`src/sv/mrtt_pkg.sv`:
```
// Shared types and constants for the multi-resolution timer table.
`timescale 1ns / 1ps

package mrtt_pkg;

   // Request operations.
   localparam logic [1:0] OP_START = 2'd0;
   localparam logic [1:0] OP_STOP  = 2'd1;
   localparam logic [1:0] OP_TICK  = 2'd2;

   // Number of resolution banks and the invalid bank code.
   localparam int unsigned BANKS = 3;
   localparam logic [1:0] RES_INVALID = 2'd3;

   // Result kinds.
   localparam logic [1:0] KIND_STATUS  = 2'd0;
   localparam logic [1:0] KIND_TIMEOUT = 2'd1;
   localparam logic [1:0] KIND_END     = 2'd2;

   // Status codes.
   localparam logic [2:0] CODE_OK        = 3'd0;
   localparam logic [2:0] CODE_BAD_TASK  = 3'd1;
   localparam logic [2:0] CODE_BAD_DUR   = 3'd2;
   localparam logic [2:0] CODE_BAD_TYPE  = 3'd3;
   localparam logic [2:0] CODE_BAD_INDEX = 3'd4;
   localparam logic [2:0] CODE_BAD_RES   = 3'd5;

   // Entry states.
   localparam logic [1:0] ENT_OFF     = 2'd0;
   localparam logic [1:0] ENT_STARTED = 2'd1;
   localparam logic [1:0] ENT_ACTIVE  = 2'd2;
   localparam logic [1:0] ENT_STOPPED = 2'd3;

   // One timer entry as held in the store.
   typedef struct packed {
      logic [1:0]  status;
      logic [7:0]  owner;
      logic        claimed;
      logic [31:0] length;
      logic        periodic;
      logic [31:0] remaining;
   } mrtt_entry_type;

   // Commands from the controller to the datapath.
   typedef struct packed {
      logic capture;
      logic reject;
      logic read_entry;
      logic apply;
      logic scan_init;
      logic scan_run;
      logic finish;
   } mrtt_cmd_type;

   // Status from the datapath to the controller.
   typedef struct packed {
      logic [1:0] op;
      logic       bad;
      logic       scan_done;
   } mrtt_status_type;

endpackage

```
`src/sv/mrtt_ctrl.sv`:
```
// Controller state machine for the multi-resolution timer table.
`timescale 1ns / 1ps

module mrtt_ctrl
   import mrtt_pkg::*;
(
   input  logic            clock,
   input  logic            reset,
   input  logic            start,
   input  mrtt_status_type status,
   output mrtt_cmd_type    cmd,
   output logic            busy
);

   localparam logic [2:0] S_IDLE   = 3'd0;
   localparam logic [2:0] S_EVAL   = 3'd1;
   localparam logic [2:0] S_APPLY  = 3'd2;
   localparam logic [2:0] S_SCAN   = 3'd3;
   localparam logic [2:0] S_FINISH = 3'd4;

   logic [2:0] state_ff;
   logic [2:0] state_in;

   // Next state and command decode.
   always_comb begin
      state_in = state_ff;
      cmd      = '0;
      unique case (state_ff)
         S_IDLE: begin
            if (start) begin
               cmd.capture = 1'b1;
               state_in    = S_EVAL;
            end
         end
         S_EVAL: begin
            unique case (status.op) inside
               OP_START, OP_STOP: begin
                  if (status.bad) begin
                     cmd.reject = 1'b1;
                     state_in   = S_IDLE;
                  end else begin
                     cmd.read_entry = 1'b1;
                     state_in       = S_APPLY;
                  end
               end
               OP_TICK: begin
                  if (status.bad) begin
                     cmd.reject = 1'b1;
                     state_in   = S_IDLE;
                  end else begin
                     cmd.scan_init = 1'b1;
                     state_in      = S_SCAN;
                  end
               end
               default: state_in = S_IDLE;
            endcase
         end
         S_APPLY: begin
            cmd.apply = 1'b1;
            state_in  = S_IDLE;
         end
         S_SCAN: begin
            cmd.scan_run = 1'b1;
            if (status.scan_done) begin
               state_in = S_FINISH;
            end
         end
         S_FINISH: begin
            cmd.finish = 1'b1;
            state_in   = S_IDLE;
         end
         default: state_in = S_IDLE;
      endcase
   end

   // State register.
   always_ff @(posedge clock) begin
      if (reset) begin
         state_ff <= S_IDLE;
      end else begin
         state_ff <= state_in;
      end
   end

   assign busy = (state_ff != S_IDLE);

   // Commands never overlap.
   assert property (@(posedge clock) disable iff (reset) $onehot0(cmd))
      else $error("mrtt_ctrl: more than one command issued");

   // A new transaction is taken only when idle.
   assert property (@(posedge clock) disable iff (reset) cmd.capture |-> !busy)
      else $error("mrtt_ctrl: capture while busy");

   // Applying a start or stop hands back to idle at once.
   assert property (@(posedge clock) disable iff (reset) cmd.apply |=> !busy)
      else $error("mrtt_ctrl: not idle after apply");

endmodule

```
`src/sv/mrtt_datapath.sv`:
```
// Datapath of the multi-resolution timer table: checks, entry store, scan and results.
`timescale 1ns / 1ps

module mrtt_datapath
   import mrtt_pkg::*;
#(
   parameter int unsigned TIMERS_PER_BANK = 16,
   parameter int unsigned TASK_LIMIT      = 32
)
(
   input  logic            clock,
   input  logic            reset,
   input  mrtt_cmd_type    cmd,
   output mrtt_status_type status,
   input  logic [1:0]      req_op,
   input  logic [1:0]      req_resolution,
   input  logic [7:0]      req_task_id,
   input  logic [7:0]      req_timer_index,
   input  logic [31:0]     req_duration,
   input  logic [1:0]      req_timer_kind,
   input  logic            csr_we,
   input  logic [31:0]     csr_wdata,
   output logic            rsp_valid,
   output logic [1:0]      rsp_kind,
   output logic [2:0]      rsp_status_code,
   output logic [7:0]      rsp_fired_index,
   output logic [1:0]      rsp_fired_resolution,
   output logic [7:0]      rsp_owner_task,
   output logic [15:0]     rsp_errors_seen,
   output logic            rsp_last
);

   localparam int unsigned DEPTH = BANKS * TIMERS_PER_BANK;
   localparam int unsigned AW    = $clog2(DEPTH);
   localparam int unsigned IW    = $clog2(TIMERS_PER_BANK);
   localparam int unsigned CW    = $clog2(TIMERS_PER_BANK + 1);
   localparam logic [AW-1:0] TPB_A   = AW'(TIMERS_PER_BANK);
   localparam logic [CW-1:0] TPB_C   = CW'(TIMERS_PER_BANK);
   localparam logic [7:0]    TPB_8   = 8'(TIMERS_PER_BANK);
   localparam logic [8:0]    TLIM_9  = 9'(TASK_LIMIT);

   // Captured request and configuration.
   logic [1:0]  op_ff;
   logic [1:0]  res_ff;
   logic [7:0]  task_ff;
   logic [7:0]  idx_ff;
   logic [31:0] dur_ff;
   logic [1:0]  tkind_ff;
   logic [31:0] max_dur_ff;
   logic [15:0] rej_ff;
   logic [15:0] rej_in;

   // Scan pointers.
   logic [CW-1:0] rd_idx_ff;
   logic [CW-1:0] rd_idx_in;
   logic          pend_ff;
   logic          pend_in;
   logic [IW-1:0] pend_idx_ff;

   // Entry store and its valid bits.
   mrtt_entry_type mem_ram [DEPTH];
   logic [DEPTH-1:0] valid_ff;
   mrtt_entry_type rd_q_ff;
   logic           rd_valid_ff;
   mrtt_entry_type old_entry;
   mrtt_entry_type new_entry;
   logic [AW-1:0]  base_addr;
   logic [AW-1:0]  idx_addr;
   logic [AW-1:0]  scan_addr;
   logic [AW-1:0]  pend_addr;
   logic [AW-1:0]  rd_addr;
   logic [AW-1:0]  wr_addr;
   logic           wr_en;
   logic           rd_en;
   logic           fire;

   // Request checks.
   logic       task_bad;
   logic       dur_bad;
   logic       type_bad;
   logic [2:0] place_code;
   logic [2:0] chk_code;

   // Output registers.
   logic        rsp_valid_ff;
   logic [1:0]  rsp_kind_ff;
   logic [2:0]  rsp_code_ff;
   logic [7:0]  rsp_idx_ff;
   logic [1:0]  rsp_res_ff;
   logic [7:0]  rsp_owner_ff;
   logic [15:0] rsp_err_ff;
   logic        rsp_last_ff;

   // Capture the request when the transaction is accepted.
   always_ff @(posedge clock) begin
      if (cmd.capture) begin
         op_ff    <= req_op;
         res_ff   <= req_resolution;
         task_ff  <= req_task_id;
         idx_ff   <= req_timer_index;
         dur_ff   <= req_duration;
         tkind_ff <= req_timer_kind;
      end
   end

   // Configuration register.
   always_ff @(posedge clock) begin
      if (reset) begin
         max_dur_ff <= '1;
      end else if (csr_we) begin
         max_dur_ff <= csr_wdata;
      end
   end

   // Checks in the order start and stop require.
   always_comb begin
      task_bad = (task_ff == 8'd0) || ({1'b0, task_ff} >= TLIM_9);
      dur_bad  = (dur_ff == 32'd0) || (dur_ff > max_dur_ff);
      type_bad = (tkind_ff > 2'd1);
      if (res_ff == RES_INVALID) begin
         place_code = CODE_BAD_RES;
      end else if ((idx_ff == 8'd0) || (idx_ff >= TPB_8)) begin
         place_code = CODE_BAD_INDEX;
      end else begin
         place_code = CODE_OK;
      end
      case (op_ff)
         OP_START: begin
            if (task_bad) begin
               chk_code = CODE_BAD_TASK;
            end else if (dur_bad) begin
               chk_code = CODE_BAD_DUR;
            end else if (type_bad) begin
               chk_code = CODE_BAD_TYPE;
            end else begin
               chk_code = place_code;
            end
         end
         OP_STOP: begin
            chk_code = task_bad ? CODE_BAD_TASK : place_code;
         end
         OP_TICK: begin
            chk_code = (res_ff == RES_INVALID) ? CODE_BAD_RES : CODE_OK;
         end
         default: chk_code = CODE_OK;
      endcase
   end

   assign status.op        = op_ff;
   assign status.bad       = (chk_code != CODE_OK);
   assign status.scan_done = (rd_idx_ff == TPB_C);

   // Saturating reject counter.
   assign rej_in = (rej_ff == '1) ? rej_ff : rej_ff + 16'd1;

   always_ff @(posedge clock) begin
      if (reset) begin
         rej_ff <= '0;
      end else if (cmd.reject) begin
         rej_ff <= rej_in;
      end
   end

   // Scan pointers: one read issued per cycle, data processed the cycle after.
   always_comb begin
      rd_idx_in = rd_idx_ff;
      pend_in   = pend_ff;
      if (cmd.scan_init) begin
         rd_idx_in = '0;
         pend_in   = 1'b0;
      end else if (cmd.scan_run) begin
         if (rd_idx_ff != TPB_C) begin
            rd_idx_in = rd_idx_ff + CW'(1);
            pend_in   = 1'b1;
         end else begin
            pend_in = 1'b0;
         end
      end
   end

   always_ff @(posedge clock) begin
      if (reset) begin
         rd_idx_ff <= '0;
         pend_ff   <= 1'b0;
      end else begin
         rd_idx_ff <= rd_idx_in;
         pend_ff   <= pend_in;
      end
   end

   always_ff @(posedge clock) begin
      if (cmd.scan_run) begin
         pend_idx_ff <= rd_idx_ff[IW-1:0];
      end
   end

   // Store addressing.
   assign base_addr = AW'(res_ff) * TPB_A;
   assign idx_addr  = base_addr + AW'(idx_ff);
   assign scan_addr = base_addr + AW'(rd_idx_ff[IW-1:0]);
   assign pend_addr = base_addr + AW'(pend_idx_ff);
   assign rd_addr   = cmd.scan_run ? scan_addr : idx_addr;
   assign rd_en     = cmd.read_entry || cmd.scan_run;
   assign wr_addr   = cmd.apply ? idx_addr : pend_addr;
   assign wr_en     = cmd.apply || (cmd.scan_run && pend_ff);

   // An entry never written reads as its reset value of all zeros.
   assign old_entry = rd_valid_ff ? rd_q_ff : '0;

   // Entry update for start, stop and one scan step.
   always_comb begin
      new_entry = old_entry;
      fire      = 1'b0;
      if (cmd.apply) begin
         case (op_ff)
            OP_START: begin
               new_entry.owner    = task_ff;
               new_entry.claimed  = 1'b1;
               new_entry.length   = dur_ff;
               new_entry.periodic = tkind_ff[0];
               new_entry.status   = ENT_STARTED;
            end
            OP_STOP: begin
               if (old_entry.claimed && (old_entry.owner == task_ff)) begin
                  new_entry.status = ENT_STOPPED;
               end else begin
                  new_entry.status = ENT_OFF;
               end
            end
            default: new_entry = old_entry;
         endcase
      end else if (old_entry.status == ENT_ACTIVE) begin
         if (old_entry.remaining != 32'd0) begin
            new_entry.remaining = old_entry.remaining - 32'd1;
         end else begin
            fire = 1'b1;
            if (old_entry.periodic) begin
               new_entry.remaining = old_entry.length - 32'd1;
            end else begin
               new_entry.status    = ENT_STOPPED;
               new_entry.remaining = 32'd0;
            end
         end
      end else if (old_entry.status == ENT_STARTED) begin
         new_entry.remaining = old_entry.length;
         new_entry.status    = ENT_ACTIVE;
      end
   end

   // Entry memory with registered read.
   always_ff @(posedge clock) begin
      if (wr_en) begin
         mem_ram[wr_addr] <= new_entry;
      end
      if (rd_en) begin
         rd_q_ff <= mem_ram[rd_addr];
      end
   end

   // Valid bits, cleared at reset.
   always_ff @(posedge clock) begin
      if (reset) begin
         valid_ff    <= '0;
         rd_valid_ff <= 1'b0;
      end else begin
         if (wr_en) begin
            valid_ff[wr_addr] <= 1'b1;
         end
         if (rd_en) begin
            rd_valid_ff <= valid_ff[rd_addr];
         end
      end
   end

   // Result strobe.
   always_ff @(posedge clock) begin
      if (reset) begin
         rsp_valid_ff <= 1'b0;
      end else begin
         rsp_valid_ff <= cmd.reject || cmd.apply || cmd.finish
                         || (cmd.scan_run && pend_ff && fire);
      end
   end

   // Result payload.
   always_ff @(posedge clock) begin
      if (cmd.reject) begin
         rsp_kind_ff  <= (op_ff == OP_TICK) ? KIND_END : KIND_STATUS;
         rsp_code_ff  <= chk_code;
         rsp_idx_ff   <= 8'd0;
         rsp_res_ff   <= (op_ff == OP_TICK) ? res_ff : 2'd0;
         rsp_owner_ff <= 8'd0;
         rsp_err_ff   <= rej_in;
         rsp_last_ff  <= 1'b1;
      end else if (cmd.apply) begin
         rsp_kind_ff  <= KIND_STATUS;
         rsp_code_ff  <= CODE_OK;
         rsp_idx_ff   <= 8'd0;
         rsp_res_ff   <= 2'd0;
         rsp_owner_ff <= 8'd0;
         rsp_err_ff   <= rej_ff;
         rsp_last_ff  <= 1'b1;
      end else if (cmd.finish) begin
         rsp_kind_ff  <= KIND_END;
         rsp_code_ff  <= CODE_OK;
         rsp_idx_ff   <= 8'd0;
         rsp_res_ff   <= res_ff;
         rsp_owner_ff <= 8'd0;
         rsp_err_ff   <= rej_ff;
         rsp_last_ff  <= 1'b1;
      end else if (cmd.scan_run && pend_ff && fire) begin
         rsp_kind_ff  <= KIND_TIMEOUT;
         rsp_code_ff  <= CODE_OK;
         rsp_idx_ff   <= 8'(pend_idx_ff);
         rsp_res_ff   <= res_ff;
         rsp_owner_ff <= old_entry.owner;
         rsp_err_ff   <= rej_ff;
         rsp_last_ff  <= 1'b0;
      end
   end

   assign rsp_valid            = rsp_valid_ff;
   assign rsp_kind             = rsp_kind_ff;
   assign rsp_status_code      = rsp_code_ff;
   assign rsp_fired_index      = rsp_idx_ff;
   assign rsp_fired_resolution = rsp_res_ff;
   assign rsp_owner_task       = rsp_owner_ff;
   assign rsp_errors_seen      = rsp_err_ff;
   assign rsp_last             = rsp_last_ff;

   // The scan pointer never runs past the bank.
   assert property (@(posedge clock) disable iff (reset) rd_idx_ff <= TPB_C)
      else $error("mrtt_datapath: scan pointer beyond bank");

   // A timeout is never the closing result of a tick.
   assert property (@(posedge clock) disable iff (reset)
      (rsp_valid_ff && (rsp_kind_ff == KIND_TIMEOUT)) |-> !rsp_last_ff)
      else $error("mrtt_datapath: timeout marked last");

   // The reject counter never goes down outside reset.
   assert property (@(posedge clock) disable iff (reset)
      !reset |=> (rej_ff >= $past(rej_ff)))
      else $error("mrtt_datapath: reject counter decreased");

   // Finishing a scan gives a closing end result in the next cycle.
   assert property (@(posedge clock) disable iff (reset)
      cmd.finish |=> (rsp_valid_ff && rsp_last_ff && (rsp_kind_ff == KIND_END)))
      else $error("mrtt_datapath: scan end result missing");

endmodule

```
`src/sv/multi_resolution_timer_table_top.sv`:
```
// Top level of the multi-resolution timer table: controller and datapath.
// Start and stop pass from acceptance through the evaluate and apply states back to
// idle; the status result is registered from the apply command (or from the reject
// command for a rejected transaction). A tick scans the bank, reading one store entry
// per cycle; each firing entry streams out a timeout, the end result comes last.
// The receiver cannot stall; each result is shown for one cycle under rsp_valid.
// Synchronous reset clears the controller, the error counter and all entry valid bits.
`timescale 1ns / 1ps

module multi_resolution_timer_table_top
   import mrtt_pkg::*;
#(
   parameter int unsigned TIMERS_PER_BANK = 16,
   parameter int unsigned TASK_LIMIT      = 32
)
(
   input  logic        clock,
   input  logic        reset,
   input  logic        start,
   output logic        busy,
   input  logic [1:0]  req_op,
   input  logic [1:0]  req_resolution,
   input  logic [7:0]  req_task_id,
   input  logic [7:0]  req_timer_index,
   input  logic [31:0] req_duration,
   input  logic [1:0]  req_timer_kind,
   input  logic        csr_we,
   input  logic [31:0] csr_wdata,
   output logic        rsp_valid,
   output logic [1:0]  rsp_kind,
   output logic [2:0]  rsp_status_code,
   output logic [7:0]  rsp_fired_index,
   output logic [1:0]  rsp_fired_resolution,
   output logic [7:0]  rsp_owner_task,
   output logic [15:0] rsp_errors_seen,
   output logic        rsp_last
);

   mrtt_cmd_type    cmd;
   mrtt_status_type status;

   // Sequencing of each transaction.
   mrtt_ctrl u_ctrl (
      .clock  (clock),
      .reset  (reset),
      .start  (start),
      .status (status),
      .cmd    (cmd),
      .busy   (busy)
   );

   // Checks, timer store and result registers.
   mrtt_datapath #(
      .TIMERS_PER_BANK (TIMERS_PER_BANK),
      .TASK_LIMIT      (TASK_LIMIT)
   ) u_datapath (
      .clock                (clock),
      .reset                (reset),
      .cmd                  (cmd),
      .status               (status),
      .req_op               (req_op),
      .req_resolution       (req_resolution),
      .req_task_id          (req_task_id),
      .req_timer_index      (req_timer_index),
      .req_duration         (req_duration),
      .req_timer_kind       (req_timer_kind),
      .csr_we               (csr_we),
      .csr_wdata            (csr_wdata),
      .rsp_valid            (rsp_valid),
      .rsp_kind             (rsp_kind),
      .rsp_status_code      (rsp_status_code),
      .rsp_fired_index      (rsp_fired_index),
      .rsp_fired_resolution (rsp_fired_resolution),
      .rsp_owner_task       (rsp_owner_task),
      .rsp_errors_seen      (rsp_errors_seen),
      .rsp_last             (rsp_last)
   );

endmodule

```
`config.mk`:
```
export PLATFORM = sky130hd
export DESIGN_NAME = multi_resolution_timer_table_top
export DESIGN_NICKNAME = d
export VERILOG_FILES = /design/src/sv/mrtt_pkg.sv /design/src/sv/mrtt_ctrl.sv /design/src/sv/mrtt_datapath.sv /design/src/sv/multi_resolution_timer_table_top.sv
export SDC_FILE = /design/constraint.sdc
export NUM_CORES = 2
export LEC_CHECK = 0
export BUFFER_PORTS_ARGS = -buffer_cell sky130_fd_sc_hd__buf_2
export CAP_MARGIN = 15
export CORE_MARGIN = 2
export CORE_UTILIZATION = 57
export DETAILED_ROUTE_END_ITERATION = 10
export PLACE_DENSITY_LB_ADDON = 0.05
export SETUP_SLACK_MARGIN = 0.1
export SLEW_MARGIN = 20
export SYNTH_ARGS = -nofsm -noshare
export SYNTH_HDL_FRONTEND = slang
export SYNTH_SLANG_ARGS = --single-unit
```
`constraint.sdc`:
```
create_clock -name clock -period 10.1 [get_ports clock]
set_input_delay 1.01 -clock clock [delete_from_list [all_inputs] [get_ports clock]]
set_output_delay 1.01 -clock clock [all_outputs]
set_load 0.02 [all_outputs]
```
=== Word-level counts from Yosys, hierarchy flattened ===
Memory sizes are Yosys's and may differ from the RTL's. A register that Yosys moved wholly into a read port is not among the register bits.
Index checks and enable logic that the tools add are counted.

* Output and inout bits: 42
* Memories: 1
* Latch bits: 0
* Word-level logic and storage cells: 152
* Bits in registers: 201
* Input port bits: 90
* Bits in writable memories: 3,648
* Bits in read-only memories: 0

* Shift operators: 0
* Div/mod/pow operators: 0
* Add/sub/neg operators: 7
* Multiplexer cells: 72
* Magnitude comparators: 7
* $mul: 0
* Equality and inequality tests: 15
* Reductions and logical operators: 27
* Bitwise operators: 1

{| class="wikitable"
|+ Memories
! memory !! depth !! width !! rd ports !! clocked after Yosys merged registers in !! wr ports !! line !! text
|-
| u_datapath.mem_ram || 48 || 76 || 1 || 1 || 1 || mrtt_datapath.sv:61 || <nowiki>mrtt_entry_type mem_ram [DEPTH];</nowiki>
|}

{| class="wikitable"
|+ Operator list
! kind !! number
|-
| $mux 32 || 5
|-
| $mux 42 || 2
|-
| $mux 16 || 5
|-
| $mux 76 || 1
|-
| $sub 32x1->32 const B || 2
|-
| $or 48x48->48 || 1
|-
| $mux 3 || 13
|-
| $mux 2 || 19
|-
| $gt 32x32->1 || 1
|-
| $logic_not 32->1 || 1
|-
| $reduce_bool 32->1 || 1
|-
| $mux 1 || 19
|-
| $pmux 3 s3 || 2
|-
| $add 16x1->16 const B || 1
|-
| $eq 16x16->1 const B || 1
|-
| $logic_not 8->1 || 2
|-
| $lt 6x7->1 const B || 2
|-
| $add 6x4->6 || 2
|-
| $mux 6 || 2
|-
| $eq 8x8->1 || 1
|-
| $ge 8x5->1 const B || 1
|-
| $ge 8x6->1 const B || 1
|-
| $logic_or 1x1->1 || 8
|-
| $pmux 2 s2 || 2
|-
| 22 further kinds || 34
|}

=== Depth between registers and ports, before layout ===
* Word-level depth: 15
* Mapped depth: 15

=== Modules after synthesis ===
A second synthesis with hierarchy kept.

* Cell total of the unflattened synthesis: 7,441
* Area total of the unflattened synthesis: 151,908.2 µm²

{| class="wikitable"
|+ Modules (own cells, without submodules)
! module !! times used !! area each (µm²) !! cells an instance
|-
| mrtt_datapath || 1 || 151,679.2 || 7,413
|-
| mrtt_ctrl || 1 || 229.0 || 28
|}

=== Worst setup path before layout ===
OpenSTA, ideal clock, no wires.

* Path type: flip-flop to flip-flop
* From: reg u_datapath.dur_ff[1]
* To: reg u_datapath.rd_valid_ff
* Arrival: 10,033 ps
* Slack: -378 ps
* Buffers on the path: 0
* Period minus slack after synthesis: 10,478 ps
* Cell stages (with the launch flop): 10
* Path through: edfxtp_1 > ha_1 > nor2b_1 > o211ai_1 > a2111oi_0 > o41ai_1 > a21o_1 > o21ai_0 > o41ai_1 > mux2i_1

* Word-level cells in the longest chain between the ends: 10
* Elaborated cells on any way between the ends: 11

{| class="wikitable"
|+ RTL lines
! item !! line !! text
|-
| start: declaration || mrtt_datapath.sv:47 || <nowiki>logic [31:0] dur_ff;</nowiki>
|-
| start signal: assignment || mrtt_datapath.sv:101 || <nowiki>dur_ff <= req_duration;</nowiki>
|-
| $gt 32x32->1 / $logic_not 32->1 (equally long branches) || mrtt_datapath.sv:118 || <nowiki>dur_bad = (dur_ff == 32'd0) || (dur_ff > max_dur_ff);</nowiki>
|-
| $logic_or 1x1->1 (*) || mrtt_datapath.sv:118 ||
|-
| $mux 3 (*) || mrtt_datapath.sv:131 || <nowiki>end else if (dur_bad) begin</nowiki>
|-
| $mux 3 (*) || mrtt_datapath.sv:129 || <nowiki>if (task_bad) begin</nowiki>
|-
| $pmux 3 s3 (*) || mrtt_datapath.sv:127 || <nowiki>case (op_ff)</nowiki>
|-
| $reduce_bool 3->1 (*) || mrtt_datapath.sv:150 || <nowiki>assign status.bad = (chk_code != CODE_OK);</nowiki>
|-
| $mux 1 (*) || mrtt_ctrl.sv:38 || <nowiki>if (status.bad) begin</nowiki>
|-
| $mux 1 (*) || mrtt_ctrl.sv:36 || <nowiki>unique case (status.op) inside</nowiki>
|-
| $mux 2 (*) || mrtt_ctrl.sv:28 || <nowiki>unique case (state_ff)</nowiki>
|-
| $logic_or 1x1->1 (*) || mrtt_datapath.sv:203 || <nowiki>assign rd_en = cmd.read_entry || cmd.scan_run;</nowiki>
|-
| named net u_datapath.rd_en || mrtt_datapath.sv:74 || <nowiki>logic rd_en;</nowiki>
|-
| end signal: assignment || mrtt_datapath.sv:270 || <nowiki>rd_valid_ff <= valid_ff[rd_addr];</nowiki>
|-
| end: declaration || mrtt_datapath.sv:64 || <nowiki>logic rd_valid_ff;</nowiki>
|}

The timed path passes the listed nets; every way through them passes the cells marked *.
A chain may end at the register's enable or synchronous reset.

=== Worst setup path in the final report ===
* From: reg u_datapath.dur_ff[29]
* To: reg, netlist name u_datapath.rd_q_ff[40]

* Word-level cells in the longest chain between the ends: 10
* Elaborated cells on any way between the ends: 11

{| class="wikitable"
|+ RTL lines
! item !! line
|-
| $gt 32x32->1 / $logic_not 32->1 (equally long branches) || mrtt_datapath.sv:118
|-
| $logic_or 1x1->1 (*) || mrtt_datapath.sv:118
|-
| $mux 3 (*) || mrtt_datapath.sv:131
|-
| $mux 3 (*) || mrtt_datapath.sv:129
|-
| $pmux 3 s3 (*) || mrtt_datapath.sv:127
|-
| $reduce_bool 3->1 (*) || mrtt_datapath.sv:150
|-
| $mux 1 (*) || mrtt_ctrl.sv:38
|-
| $mux 1 (*) || mrtt_ctrl.sv:36
|-
| $mux 2 (*) || mrtt_ctrl.sv:28
|-
| $logic_or 1x1->1 (*) || mrtt_datapath.sv:203
|-
| named net u_datapath.rd_en || mrtt_datapath.sv:74
|}

Marked as above.

==> impl_metrics.toml <==
[timing]
fin_setup_tns_ns = 0
fin_ws_ns = 4.66
max_freq_mhz = 184
setup_viol = 0
drv_slew = 0
grt_setup_unrepaired = "false"
final-hold-violation-count = 0
slew_headroom_pct = 12.0
skew_ns = 0.0329
period_minus_slack_ns = 5.44
worst_pin_slew_ns = 1.31
fin_crit_sh_pct = 53.9

[grt]
grt_max_degree = 114
grt_pass1_vias = 82000
overflow = 0
track_usage_pct = 32.1
antenna_found_initial = 9
grt_first_pass_wirelength_um = 616000

[synth]
syn-mean-instance-area_um2 = 19.0
ys_types = 84
yosysSeqAreaShare_pct = 76.0
yosys_warnings = 0
synth_seq_cells = 3925
syn_area_um2 = 154000
syn_inst = 8104
synth-edff-count = 3805
yosys_most_used_dff = "edfxtp_1"
synthArstFlopShare_pct = 0

[placement]
dp_slack_ns = 4.82
dpl_cell_area_um2 = 160000
hpwl_um = 232000
placement.io_buffers = 127
gp_congestion = 0.887

[status]
status = "complete, no violations"

[clocking]
post_cts_buffers = 0
cts_made_buffers = 393
htreeDepth = 5
cts_tree = "yes"
numClockSinks = 3925
cts_root_buffer = "clkbuf_16"
cts_resized = 0
clk_pin_slew_ns = 0.06
clk_latency_ns = 0.95
cts_buffer_depth = 4
holdBufCountCts = 0

[critical_path]
setup.worst_path.start = "u_datapath.dur_ff[29]$_DFFE_PP_"
critPathLaunchType = "flop"
critPathCaptureType = "flop"
worst-setup-path-type = "reg -> reg"
crit_fanout = 52
rrSetupSlack_ns = 4.66
r2r.worst_path.cells = 10
arrival_ns = 5.99
r2r-end = "u_datapath.rd_q_ff[40]$_DFFE_PP_"
reg2reg_from = "u_datapath.dur_ff[29]$_DFFE_PP_"
required_ns = 10.65

[hold_path]
hp-start = "req_task_id[2]"
hold_path_class = "in -> reg"
min_delay_path_depth = 1
hold_end = "u_datapath.task_ff[2]$_DFFE_PP_"

[pwr]
p_per_area_nw_per_um2 = 196
clkPwrFrac_pct = 42.5
leakagePower_nw = 55.3
seq_power_share_pct = 52.5
pwr-share-comb_pct = 5.0
p_sw_share_pct = 21.6
irDropWorstVdd_v = 0.000154
p_total_mw = 33.8
power.internal_mw = 26.5
p_switching_mw = 7.32

[drt]
first_pass_iters = 6
drc = 0
first_iter_violations = 10900
viasPerCell = 6.76
vias = 83200
wl_um = 438000
wl_per_cell_um = 35.6
ant_nets = 0

[die]
std_cell_rows = 190
coreArea_um2 = 268000
die-width_um = 523
start_util_pct = 57.3
fp.dieH_um = 523
die-area_um2 = 274000
io_pins = 132

[final_layout]
nets = 8559
final_layout_size_suffix_gt1_share_pct = 23.0
areaGrowthSynthToFinish_pct = 12.3
fillerInstances = 18200
final_cell_area_um2 = 172000
final_util_pct = 64.4

[run]
maxCapViolCount = 0
-- registers in the layout (all words and copies together), names as in the netlist, 2 cells and up --
register and count:
u_datapath.valid_ff 48, u_datapath.idx_ff 8, u_datapath.res_ff 2, u_datapath.rsp_errors_seen 16
u_datapath.rsp_fired_index 4, u_datapath.pend_idx_ff 4, u_datapath.mem_ram 3648, u_ctrl.state_ff 3
u_datapath.rsp_owner_task 8, u_datapath.rsp_kind 2, u_datapath.rsp_status_code 3, u_datapath.task_ff 8
u_datapath.rd_q_ff 76, u_datapath.tkind_ff 2, u_datapath.max_dur_ff 32, u_datapath.dur_ff 32
u_datapath.rd_idx_ff 5, u_datapath.rej_ff 16, u_datapath.rsp_fired_resolution 2, u_datapath.op_ff 2
-- how the worst max path moves through the flow --
stage | end | slack [ns] | depth (start not counted)
final | u_datapath.rd_q_ff[40]$_DFFE_PP_ | 4.66 | 10
after global routing | u_datapath.rsp_errors_seen[1]$_DFFE_PP_ | 4.75 | 10
after CTS | u_datapath.rd_q_ff[40]$_DFFE_PP_ | 4.82 | 10
after detailed placement | u_datapath.rd_q_ff[35]$_DFFE_PP_ | 4.82 | 10
after global placement | u_datapath.rd_q_ff[16]$_DFFE_PP_ | 4.00 | 9
after floorplan | u_datapath.rd_valid_ff$_SDFFE_PP0P_ | 3.37 | 9
-- logic make-up after synthesis --
family / count (synthesis) / share of synthesized area, %
muxes: 954 / 13.7
xor gates and xnor gates: 45 / 0.257
AOI/OAI and AO/OA: 574 / 2.49
DFF: 3925 / 76.0
other: 1 / 0.00244
adders and majority gates: 38 / 0.310
and+or+nand+nor: 2048 / 5.82
buffers and inverters: 519 / 1.52
-- cell usage after synthesis, drive strengths merged, types with 8 or more instances --
master | n | area, µm²
a21o | 13 | 97.6
a21oi | 155 | 776
a22oi | 14 | 105
a311o | 76 | 761
a31oi | 85 | 532
and2 | 8 | 50.1
and3 | 81 | 507
buf | 249 | 1300
clkbuf | 222 | 845
dfxtp | 120 | 2400
edfxtp | 3805 | 114000
ha | 38 | 475
inv | 47 | 176
mux2 | 8 | 93.8
mux2i | 33 | 330
mux4 | 913 | 20600
nand2 | 1152 | 4330
nand2b | 11 | 68.8
nand3 | 421 | 2110
nand3b | 11 | 95.1
nand4 | 23 | 144
nor2 | 214 | 806
nor2b | 13 | 81.3
nor3 | 44 | 243
nor4 | 23 | 150
o211ai | 41 | 308
o21ai | 112 | 568
or2 | 9 | 56.3
or3 | 18 | 118
xnor2 | 25 | 219
xor2 | 20 | 175
-- worst max-delay path: stages (launching register included) --
cell and delay, ns:
edfxtp_1 0.63, ha_1 0.41, nand4_1 0.29, nor4_4 0.93, o211ai_1 0.43, o211ai_1 0.37, a21o_1 0.17, o21ai_0 0.17
o41ai_4 0.33, buf_4 0.44, buf_6 0.75
-- metrics by stage --
stage | std cells | hold slack (ns)
4_1_cts | 12300 | 0.185
6_report | 12300 | 0.245
5_1_grt | 12300 | 0.195
3_3_place_gp | 11600 | 0.448
2_1_floorplan | 8107 | 0.435
3_5_place_dp | 11600 | 0.442
-- power by group through the flow --
stage | clock [mW] | combinational [mW] | sequential, mW
after floorplan | 0 | 1.07 | 18.1
after global placement | 0 | 1.69 | 18.1
after detailed placement | 0 | 1.70 | 18.1
after CTS | 14.5 | 1.71 | 17.7
after global routing | 15.2 | 1.79 | 17.7
final | 14.4 | 1.70 | 17.7
-- layout by cell type, fill, tap and decap left out, types with 30 or more instances in the layout --
master	count
a311o_1	76
o21ai_2	54
o21ai_0	52
o211ai_1	41
mux2i_1	30
nor3_1	41
nand3_1	421
inv_1	46
clkbuf_1	100
a21oi_1	152
bufinv_16	36
dfxtp_1	119
buf_2	127
a31oi_1	85
clkbuf_16	401
buf_4	236
clkinv_1	71
nand2_1	1151
clkinv_2	59
mux4_2	913
buf_12	32
and3_1	81
nor2_4	49
ha_1	38
nor2_1	164
edfxtp_1	3805
-- routing by layer --
| layer | up-vias | global-route usage [%] | wire length, µm |
|---|---|---|---|
| met2 | 4490 | 51.1 | 211000 |
| met3 | 744 | 5.41 | 38700 |
| met4 | 2 | 11.3 | 17000 |
| li1 | 33400 | - | - |
| met5 | - | 0 | 13 |
| met1 | 44700 | 45.5 | 171000 |
-- area by class of cell --
type	count	area [µm²]	area share, %
clock inverter	205	2060	1.19
inverter	48	180	0.104
timing repair buffer	400	3150	1.83
clock buffer	509	10500	6.10
sequential	3925	117000	67.6
antenna	8	20.0	0.0116
tap	3552	4440	2.58
multi-input combinational	3663	35400	20.5
No activity file was read; power rests on OpenSTA's default activity.
